<file path="src/rtl/lpd_pkg.sv">
// Package for the length-prefix deframer: shared types, register indexes and codes.
// Used by lpd_core and length_prefix_deframer_unit; depends on nothing else.
`timescale 1ns / 1ps

package lpd_pkg;

    // Field widths of the stream items.
    localparam int unsigned BYTE_W = 8;
    localparam int unsigned LEN_W  = 31;
    localparam int unsigned ERR_W  = 2;
    localparam int unsigned ACC_W  = 64;

    // APB register map: register index is paddr[4:2].
    localparam int unsigned PADDR_W = 5;
    localparam int unsigned PDATA_W = 32;
    localparam logic [2:0] REG_SIZE_FIELD_LOG2       = 3'd0;
    localparam logic [2:0] REG_SIZE_FIELD_SIGNED     = 3'd1;
    localparam logic [2:0] REG_SIZE_COUNTS_FIELD     = 3'd2;
    localparam logic [2:0] REG_KEEP_FIELD_IN_MESSAGE = 3'd3;
    localparam logic [2:0] REG_MAX_BODY_BYTES        = 3'd4;

    // Register reset values.
    localparam logic [1:0]       RST_SIZE_FIELD_LOG2 = 2'd2;
    localparam logic [LEN_W-1:0] RST_MAX_BODY_BYTES  = 31'd1048576;

    // Error codes reported on the detecting byte.
    localparam logic [ERR_W-1:0] ERR_NONE     = 2'd0;
    localparam logic [ERR_W-1:0] ERR_BAD_SIZE = 2'd1;
    localparam logic [ERR_W-1:0] ERR_TOO_BIG  = 2'd2;

    // Saturated reported length.
    localparam logic [LEN_W-1:0] LEN_MAX = '1;

    // Configuration register set.
    typedef struct packed {
        logic [1:0]       size_field_log2;
        logic             size_field_signed;
        logic             size_counts_field;
        logic             keep_field_in_message;
        logic [LEN_W-1:0] max_body_bytes;
    } t_cfg;

    // One input request.
    typedef struct packed {
        logic              kind;
        logic [BYTE_W-1:0] stream_byte;
    } t_item;

    // One result request.
    typedef struct packed {
        logic [BYTE_W-1:0] out_byte;
        logic              in_message;
        logic              message_start;
        logic              message_end;
        logic [LEN_W-1:0]  message_length;
        logic [ERR_W-1:0]  error_code;
        logic              stream_invalid;
    } t_result;

endpackage

</file>
<file path="src/rtl/lpd_core.sv">
// Deframer state and per-byte next-state/result logic of the length-prefix deframer.
// Depends on lpd_pkg; instantiated by length_prefix_deframer_unit.
`timescale 1ns / 1ps

module lpd_core
    import lpd_pkg::*;
(
    input  logic    i_clk,
    input  logic    i_rst_n,
    input  logic    i_adv,
    input  t_item   i_item,
    input  t_cfg    i_cfg,
    output t_result o_result
);

    typedef enum logic [1:0] {
        PH_HEADER,
        PH_BODY,
        PH_INVALID
    } t_phase;

    t_phase           r_phase,   n_phase;
    logic [3:0]       r_hdr_cnt, n_hdr_cnt;
    logic [ACC_W-1:0] r_acc,     n_acc;
    logic [LEN_W-1:0] r_rem,     n_rem;
    logic [LEN_W-1:0] r_rep,     n_rep;

    // Size field geometry from the current configuration.
    logic [3:0]  fld_len;
    logic [31:0] fld_len32;
    logic [31:0] fld_sub;
    logic [31:0] fld_add;
    logic [31:0] limit;

    assign fld_len   = 4'd1 << i_cfg.size_field_log2;
    assign fld_len32 = {28'd0, fld_len};
    assign fld_sub   = i_cfg.size_counts_field ? fld_len32 : 32'd0;
    assign fld_add   = i_cfg.keep_field_in_message ? fld_len32 : 32'd0;
    assign limit     = {1'b0, i_cfg.max_body_bytes} + fld_sub;

    // Header gathering: shift the byte in and take the low field bytes as the size.
    logic [ACC_W-1:0] acc_shift;
    logic [3:0]       hdr_inc;
    logic [ACC_W-1:0] size;
    logic             size_neg;

    assign acc_shift = {r_acc[ACC_W-BYTE_W-1:0], i_item.stream_byte};
    assign hdr_inc   = r_hdr_cnt + 4'd1;

    always_comb begin
        case (i_cfg.size_field_log2)
            2'd0: begin
                size     = {56'd0, acc_shift[7:0]};
                size_neg = acc_shift[7];
            end
            2'd1: begin
                size     = {48'd0, acc_shift[15:0]};
                size_neg = acc_shift[15];
            end
            2'd2: begin
                size     = {32'd0, acc_shift[31:0]};
                size_neg = acc_shift[31];
            end
            default: begin
                size     = acc_shift;
                size_neg = acc_shift[63];
            end
        endcase
    end

    // Size checks and derived lengths.
    logic        size_hi_nz;
    logic        size_under;
    logic        size_over;
    logic        err_bad;
    logic [31:0] body32;
    logic [31:0] rep32;
    logic [LEN_W-1:0] rep_sat;

    assign size_hi_nz = |size[ACC_W-1:32];
    assign size_under = (size[ACC_W-1:4] == '0) && (size[3:0] < fld_len);
    assign size_over  = size_hi_nz || (size[31:0] > limit);
    assign err_bad    = (i_cfg.size_field_signed && size_neg) ||
                        (i_cfg.size_counts_field && size_under);
    assign body32     = size[31:0] - fld_sub;
    assign rep32      = body32 + fld_add;
    assign rep_sat    = rep32[31] ? LEN_MAX : rep32[LEN_W-1:0];

    logic [LEN_W-1:0] rem_dec;
    assign rem_dec = r_rem - 31'd1;

    // Next state and result for the request at the head of the input register.
    always_comb begin
        n_phase   = r_phase;
        n_hdr_cnt = r_hdr_cnt;
        n_acc     = r_acc;
        n_rem     = r_rem;
        n_rep     = r_rep;
        o_result  = '0;
        o_result.out_byte = i_item.stream_byte;

        if (i_item.kind) begin
            // Resync clears everything and reports nothing.
            o_result  = '0;
            n_phase   = PH_HEADER;
            n_hdr_cnt = '0;
            n_acc     = '0;
            n_rem     = '0;
            n_rep     = '0;
        end else begin
            case (r_phase)
                PH_INVALID: begin
                    o_result.stream_invalid = 1'b1;
                end
                PH_BODY: begin
                    o_result.in_message = 1'b1;
                    if (r_hdr_cnt != 4'd0) begin
                        o_result.message_start = !i_cfg.keep_field_in_message;
                        n_hdr_cnt = '0;
                    end
                    n_rem = rem_dec;
                    if (rem_dec == '0) begin
                        o_result.message_end    = 1'b1;
                        o_result.message_length = r_rep;
                        n_phase   = PH_HEADER;
                        n_hdr_cnt = '0;
                        n_acc     = '0;
                        n_rep     = '0;
                    end
                end
                PH_HEADER: begin
                    n_acc     = acc_shift;
                    n_hdr_cnt = hdr_inc;
                    if (hdr_inc < fld_len) begin
                        o_result.in_message    = i_cfg.keep_field_in_message;
                        o_result.message_start = i_cfg.keep_field_in_message &&
                                                 (r_hdr_cnt == 4'd0);
                    end else if (err_bad || size_over) begin
                        o_result.error_code     = err_bad ? ERR_BAD_SIZE : ERR_TOO_BIG;
                        o_result.stream_invalid = 1'b1;
                        n_phase   = PH_INVALID;
                        n_hdr_cnt = '0;
                        n_acc     = '0;
                        n_rem     = '0;
                        n_rep     = '0;
                    end else begin
                        o_result.in_message    = i_cfg.keep_field_in_message;
                        o_result.message_start = i_cfg.keep_field_in_message &&
                                                 (r_hdr_cnt == 4'd0);
                        if (body32 == 32'd0) begin
                            // Empty body ends the message on the last header byte.
                            o_result.message_end    = 1'b1;
                            o_result.message_length = rep_sat;
                            n_phase   = PH_HEADER;
                            n_hdr_cnt = '0;
                            n_acc     = '0;
                            n_rem     = '0;
                            n_rep     = '0;
                        end else begin
                            n_phase   = PH_BODY;
                            n_rem     = body32[LEN_W-1:0];
                            n_rep     = rep_sat;
                            n_hdr_cnt = 4'd1;
                            n_acc     = '0;
                        end
                    end
                end
                default: begin
                    n_phase = PH_HEADER;
                end
            endcase
        end
    end

    // State update, one step per processed request.
    always_ff @(posedge i_clk) begin
        if (!i_rst_n) begin
            r_phase   <= PH_HEADER;
            r_hdr_cnt <= '0;
            r_acc     <= '0;
            r_rem     <= '0;
            r_rep     <= '0;
        end else if (i_adv) begin
            r_phase   <= n_phase;
            r_hdr_cnt <= n_hdr_cnt;
            r_acc     <= n_acc;
            r_rem     <= n_rem;
            r_rep     <= n_rep;
        end
    end

    // A processed resync always returns the deframer to an empty header.
    a_resync_clears: assert property (@(posedge i_clk) disable iff (!i_rst_n)
        (i_adv && i_item.kind) |=> (r_phase == PH_HEADER && r_hdr_cnt == 4'd0))
        else $error("resync did not clear the deframer state");

    // A body in progress always has bytes left to take.
    a_body_nonempty: assert property (@(posedge i_clk) disable iff (!i_rst_n)
        (r_phase == PH_BODY) |-> (r_rem != '0))
        else $error("body phase with no bytes remaining");

    // The invalid state is left only through a resync.
    a_invalid_sticky: assert property (@(posedge i_clk) disable iff (!i_rst_n)
        (i_adv && !i_item.kind && r_phase == PH_INVALID) |=> (r_phase == PH_INVALID))
        else $error("invalid stream left without resync");

    // An error byte is never part of a message.
    a_error_result: assert property (@(posedge i_clk) disable iff (!i_rst_n)
        (o_result.error_code != ERR_NONE) |->
            (o_result.stream_invalid && !o_result.in_message && !o_result.message_end))
        else $error("error result carries message flags");

endmodule

</file>
<file path="src/rtl/length_prefix_deframer_unit.sv">
// Top level of the length-prefix deframer: stream ports, APB registers and pipeline registers.
// Depends on lpd_pkg and lpd_core.
`timescale 1ns / 1ps

// The deframer takes one stream request per clock and returns one result request for each:
// the per-byte header/body step runs on the byte in the input register against the deframer
// state, and the result is then held in the output register. The sustained rate is one byte
// per cycle, set by the single state update per byte; the output register lets a new byte
// enter while a result still waits, so only a stalled output with a full input register
// holds back the input. A resync request (tuser high) clears any partial message and a
// sticky invalid state. Registers are to be written through APB while the stream is idle
// (the block itself does not enforce this) and take effect on the next byte, even mid-header.

module length_prefix_deframer_unit
    import lpd_pkg::*;
(
    input  logic               i_clk,
    input  logic               i_rst_n,
    // Input stream
    input  logic               i_s_tvalid,
    output logic               o_s_tready,
    input  logic [7:0]         i_s_tdata,   // [7:0] stream_byte
    input  logic               i_s_tuser,   // [0] kind (1 = resync)
    // Result stream
    output logic               o_m_tvalid,
    input  logic               i_m_tready,
    output logic [39:0]        o_m_tdata,   // [7:0] out_byte, [38:8] message_length, [39] zero
    output logic [4:0]         o_m_tuser,   // [0] in_message, [1] message_start,
                                            // [3:2] error_code, [4] stream_invalid
    output logic               o_m_tlast,   // message_end
    // APB configuration port
    input  logic               psel,
    input  logic               penable,
    input  logic               pwrite,
    input  logic [PADDR_W-1:0] paddr,
    input  logic [PDATA_W-1:0] pwdata,
    output logic [PDATA_W-1:0] prdata,
    output logic               pready
);

    // Configuration registers.
    t_cfg       r_cfg;
    logic       cfg_wr;
    logic [2:0] cfg_idx;

    assign pready  = 1'b1;
    assign cfg_wr  = psel && penable && pwrite && pready;
    assign cfg_idx = paddr[PADDR_W-1:2];

    always_ff @(posedge i_clk) begin
        if (!i_rst_n) begin
            r_cfg.size_field_log2       <= RST_SIZE_FIELD_LOG2;
            r_cfg.size_field_signed     <= 1'b0;
            r_cfg.size_counts_field     <= 1'b0;
            r_cfg.keep_field_in_message <= 1'b0;
            r_cfg.max_body_bytes        <= RST_MAX_BODY_BYTES;
        end else if (cfg_wr) begin
            case (cfg_idx)
                REG_SIZE_FIELD_LOG2:       r_cfg.size_field_log2       <= pwdata[1:0];
                REG_SIZE_FIELD_SIGNED:     r_cfg.size_field_signed     <= pwdata[0];
                REG_SIZE_COUNTS_FIELD:     r_cfg.size_counts_field     <= pwdata[0];
                REG_KEEP_FIELD_IN_MESSAGE: r_cfg.keep_field_in_message <= pwdata[0];
                REG_MAX_BODY_BYTES:        r_cfg.max_body_bytes        <= pwdata[LEN_W-1:0];
                default: begin
                end
            endcase
        end
    end

    // Register read-back.
    always_comb begin
        case (cfg_idx)
            REG_SIZE_FIELD_LOG2:       prdata = {30'd0, r_cfg.size_field_log2};
            REG_SIZE_FIELD_SIGNED:     prdata = {31'd0, r_cfg.size_field_signed};
            REG_SIZE_COUNTS_FIELD:     prdata = {31'd0, r_cfg.size_counts_field};
            REG_KEEP_FIELD_IN_MESSAGE: prdata = {31'd0, r_cfg.keep_field_in_message};
            REG_MAX_BODY_BYTES:        prdata = {1'b0, r_cfg.max_body_bytes};
            default:                   prdata = '0;
        endcase
    end

    // Pipeline handshake: the input register advances into the output register
    // whenever the output register is empty or being drained.
    logic    r_in_valid;
    t_item   r_in;
    logic    r_out_valid;
    t_result r_out;
    t_result step_res;
    logic    adv;

    assign adv        = r_in_valid && (!r_out_valid || i_m_tready);
    assign o_s_tready = !r_in_valid || adv;

    always_ff @(posedge i_clk) begin
        if (!i_rst_n) begin
            r_in_valid  <= 1'b0;
            r_out_valid <= 1'b0;
        end else begin
            if (o_s_tready) begin
                r_in_valid <= i_s_tvalid;
            end
            if (adv) begin
                r_out_valid <= 1'b1;
            end else if (i_m_tready) begin
                r_out_valid <= 1'b0;
            end
        end
    end

    // Payload registers.
    always_ff @(posedge i_clk) begin
        if (o_s_tready && i_s_tvalid) begin
            r_in.kind        <= i_s_tuser;
            r_in.stream_byte <= i_s_tdata;
        end
        if (adv) begin
            r_out <= step_res;
        end
    end

    // Per-byte deframing step and its state.
    lpd_core u_core (
        .i_clk    (i_clk),
        .i_rst_n  (i_rst_n),
        .i_adv    (adv),
        .i_item   (r_in),
        .i_cfg    (r_cfg),
        .o_result (step_res)
    );

    // Result stream packing.
    assign o_m_tvalid = r_out_valid;
    assign o_m_tdata  = {1'b0, r_out.message_length, r_out.out_byte};
    assign o_m_tuser  = {r_out.stream_invalid, r_out.error_code,
                         r_out.message_start, r_out.in_message};
    assign o_m_tlast  = r_out.message_end;

endmodule
</file>
<file path="config.mk">
export PLATFORM = sky130hd
export DESIGN_NAME = length_prefix_deframer_unit
export DESIGN_NICKNAME = d
export VERILOG_FILES = /design/src/rtl/lpd_pkg.sv /design/src/rtl/lpd_core.sv /design/src/rtl/length_prefix_deframer_unit.sv
export SDC_FILE = /design/constraint.sdc
export NUM_CORES = 1
export LEC_CHECK = 0
export BUFFER_PORTS_ARGS = -buffer_cell sky130_fd_sc_hd__buf_4
export CORE_UTILIZATION = 30
export DETAILED_ROUTE_END_ITERATION = 6
export PLACE_DENSITY = 0.48
export REMOVE_ABC_BUFFERS = 1
export SLEW_MARGIN = 10
export SYNTH_ARGS = -nofsm -noshare
export SYNTH_HDL_FRONTEND = slang
export SYNTH_SLANG_ARGS = --single-unit
</file>
<file path="constraint.sdc">
create_clock -name i_clk -period 6.1 [get_ports i_clk]
set_input_delay 1.22 -clock i_clk [delete_from_list [all_inputs] [get_ports i_clk]]
set_output_delay 1.22 -clock i_clk [all_outputs]
set_load 0.01 [all_outputs]
</file>
==> results.cfg <==
[placed_design]
post_dp_cell_area_um2 = 14310
dp_hpwl_um = 29740
placed_cells = 2135
dpl_worst_slack_ns = 0.3491
place_congestion = 0.8850
portBuffers = 127

[final_layout]
areaGrowthSynthToFinish_pct = 18.83
fin_util_pct = 36.26
layout.cells.non_filler = 2187
finalInstanceArea_um2 = 15280
nNetsFinal = 1736
layout-drive-gt1-share_pct = 14.75
fillers = 4394
num_antenna_cells = 0

[floorplan]
die-area_um2 = 43690
die_h_um = 209.0
pin_count = 134
rows = 75
die_w_um = 209.0
start_util_pct = 30.51
core_area_um2 = 42130

[detailed_routing]
routedWlPerCell_um = 18.71
drt-met1-wl_um = 19290
wirelength_um = 40910
top_layer = met4
dr.pass1.iters = 7
routed-via-count = 11630
dr.first_iter.drc_count = 717
wl_met2_um = 19090
wl_met3_um = 1598
via_per_inst = 5.317
drc_errors = 0
antenna_left = 0

[power]
leakage_nw = 6.157
power.density_nw_per_um2 = 245.8
ir_drop_mv = 0.1724

[setup_path]
cp-end-kind = flop
crit_end = u_core.r_rep[28]
worstPathRequired_ns = 6.59
worstSetupStartpoint = r_cfg[35]
critPathSlowestCell = or3_1
cp.depth = 27
crit_fanout = 15
rr_startpoint = r_cfg[35]
start_kind = flop
ff2ff_path_depth = 27
worst_path_largest_cell_delay_ns = 0.44
critPathBufInv = 3
path_class = flop to flop
r2r_end = u_core.r_rep[28]
r2r_slack_ns = 0.49
path_delay_family = simple AND/OR/NAND/NOR gates
worst-endpoint-arrival_ns = 6.10

[synth]
syn_area_um2 = 12860
ys_seq_elements = 216
syn-instance-count = 1542
ys.flop_type = dfxtp_1
ys_types = 92
async_flop_share_pct = 0
synth_edf_count = 54
avgSynthCellArea_um2 = 8.337
yosys_warnings = 0
ys_seq_area_share_pct = 37.84

[timing]
setup_violations = 0
drv_slew = 0
finClkSkew_ns = 0.02152
fmax_mhz = 178.4
rsz0062_at_grt = false
worst_slew_pin_slew_ns = 1.073
holdWs_ns = 0.4380
finalCriticalPeriod_ns = 5.606
slew_headroom_pct = 28.46
layout_setup_ws_ns = 0.4941
hold_violations = 0
period_share_pct = 91.90

[global_route]
grt_max_degree = 95
grt_antenna_before_repair = 0
grt.overflow.total = 0
grt_pass1_wl_um = 64510
grtUsageTotal_pct = 18.33
grt_pass1_vias = 11290

[clock_network]
cts_root_buf = clkbuf_16
h-tree-depth = 1
post_cts_buffers = 0
path_clk_slew_ns = 0.06
clock_path_buffers = 3
cts_hold_buf = 0
cts_tree = done
cts_buffers = 28
insertion_delay_ns = 0.57
clkSinkCount = 216

[status]
status = finished clean

[job]
cap_violations = 0

[worst_hold_path]
min_path_cells = 2
hold_path.class = flop to flop
-- per-layer routing --
metal | vias up | GRT usage (%)
li1 | 5751 | -
met1 | 5529 | 24.49
met2 | 295 | 30.97
met3 | 54 | 2.104
met4 | 0 | 5.350
met5 | - | 0
-- cells in the final DEF (no fill, tap or decap), types with 8 or more instances in the layout --
| cell | instances |
|---|---|
| a21o_1 | 25 |
| a21oi_1 | 128 |
| a221o_1 | 27 |
| a31oi_1 | 15 |
| and2_1 | 52 |
| and3_1 | 52 |
| buf_4 | 155 |
| clkbuf_16 | 29 |
| dfxtp_1 | 162 |
| edfxtp_1 | 54 |
| ha_1 | 54 |
| inv_1 | 37 |
| mux2i_1 | 8 |
| nand2_1 | 222 |
| nand2b_1 | 10 |
| nand3_1 | 87 |
| nand4_1 | 23 |
| nor2_1 | 75 |
| nor2b_1 | 16 |
| nor3_1 | 47 |
| nor4_1 | 34 |
| o21a_1 | 8 |
| o21ai_0 | 61 |
| o221ai_1 | 8 |
| or2_2 | 8 |
| or3_1 | 13 |
| xnor2_1 | 37 |
| xor2_1 | 45 |
-- synthesized netlist by cell type (5+ instances only) --
cell      count  area share, %
nand3_1      87            3.4
ha_1         54            5.3
or3_1        13           0.63
mux2i_1       8           0.62
and3_1       52            2.5
xnor2_1      37            2.5
edfxtp_1     54             13
a22oi_1       7           0.41
nand2b_1     10           0.49
nor3b_1       7           0.41
nand2_1     222            6.5
o21a_1        8           0.47
and2_1       52            2.5
buf_2        12           0.47
a221o_1      27            2.1
xor2_1       45            3.1
nor2b_1      19           0.92
nand3b_1      5           0.29
or2_2         8           0.39
and4_1        6           0.41
dfxtp_1     162             25
inv_1        38            1.1
a21oi_1     129            5.0
buf_1         5           0.15
nand4_1      23            1.1
nor3_1       47            1.8
nor2_1       76            2.2
o21ai_0      61            2.4
clkbuf_1     78            2.3
o31ai_1       7           0.41
nor4_1       34            1.7
a21o_1       25            1.5
a31oi_1      15           0.73
o221ai_1      8           0.55
-- power by group --
| part | leakage, nW | internal (mW) | switching (mW) |
|---|---|---|---|
| clock | 0.461 | 1.05 | 0.694 |
| combinational | 3.86 | 0.171 | 0.307 |
| sequential | 1.83 | 1.50 | 0.0346 |
-- timing repair --
action	in CTS	in global routing
endpoints found under the hold margin	0	0
endpoints found under the setup margin	0	38
resized for setup	0	2
-- per-stage QoR --
stage | total power [mW] | TNS (ns)
floorplan | 1.860 | -41.33
global placement | 2.040 | 0
detailed placement | 2.041 | 0
CTS | 3.808 | 0
global route | 3.908 | 0
finish | 3.756 | 0
-- layout make-up --
class / count / area (um^2) / share of cell area [%]
tap: 539 / 674.4 / 4.414
multi-input combinational: 1186 / 7445 / 48.73
sequential: 216 / 4865 / 31.84
timing repair buffer: 156 / 1184 / 7.748
clock buffer: 33 / 750.7 / 4.914
clock inverter: 19 / 216.5 / 1.417
inverter: 38 / 142.6 / 0.9337
-- tightest hold or removal path: stages, from the launching register on --
cell and delay (ns):
dfxtp_1 0.31, nand2_1 0.05, nand2_1 0.04
-- registers in the layout, indices dropped and copies added (netlist names) --
signal / count
u_core.r_rem: 31
u_core.r_phase: 2
o_m_tdata: 39
u_core.r_hdr_cnt: 4
u_core.r_acc: 56
r_cfg: 36
o_m_tvalid: 1
r_in_valid: 1
r_in: 9
o_m_tlast: 1
o_m_tuser: 5
u_core.r_rep: 31
-- worst min path at each step --
stage          slack (ns)                to             start
2_1_floorplan        0.41  u_core.r_rep[30]  u_core.r_rep[30]
3_3_place_gp         0.44   u_core.r_rep[2]   u_core.r_rep[2]
3_5_place_dp         0.43  u_core.r_rep[30]  u_core.r_rep[30]
4_1_cts              0.44  u_core.r_rep[30]  u_core.r_rep[30]
5_1_grt              0.47  u_core.r_rep[30]  u_core.r_rep[30]
6_report             0.44  u_core.r_rep[30]  u_core.r_rep[30]
-- cell families after synthesis --
family | Yosys count | share of synthesized area, %
simple gates | 690 | 27.72
compound gates | 342 | 17.30
flops | 216 | 37.84
buf+inv | 141 | 4.584
xor+xnor | 83 | 5.713
fa+ha+maj | 57 | 5.723
mux | 11 | 1.061
other cells | 2 | 0.05842
Note: power is estimated with default switching activity, not from simulation.
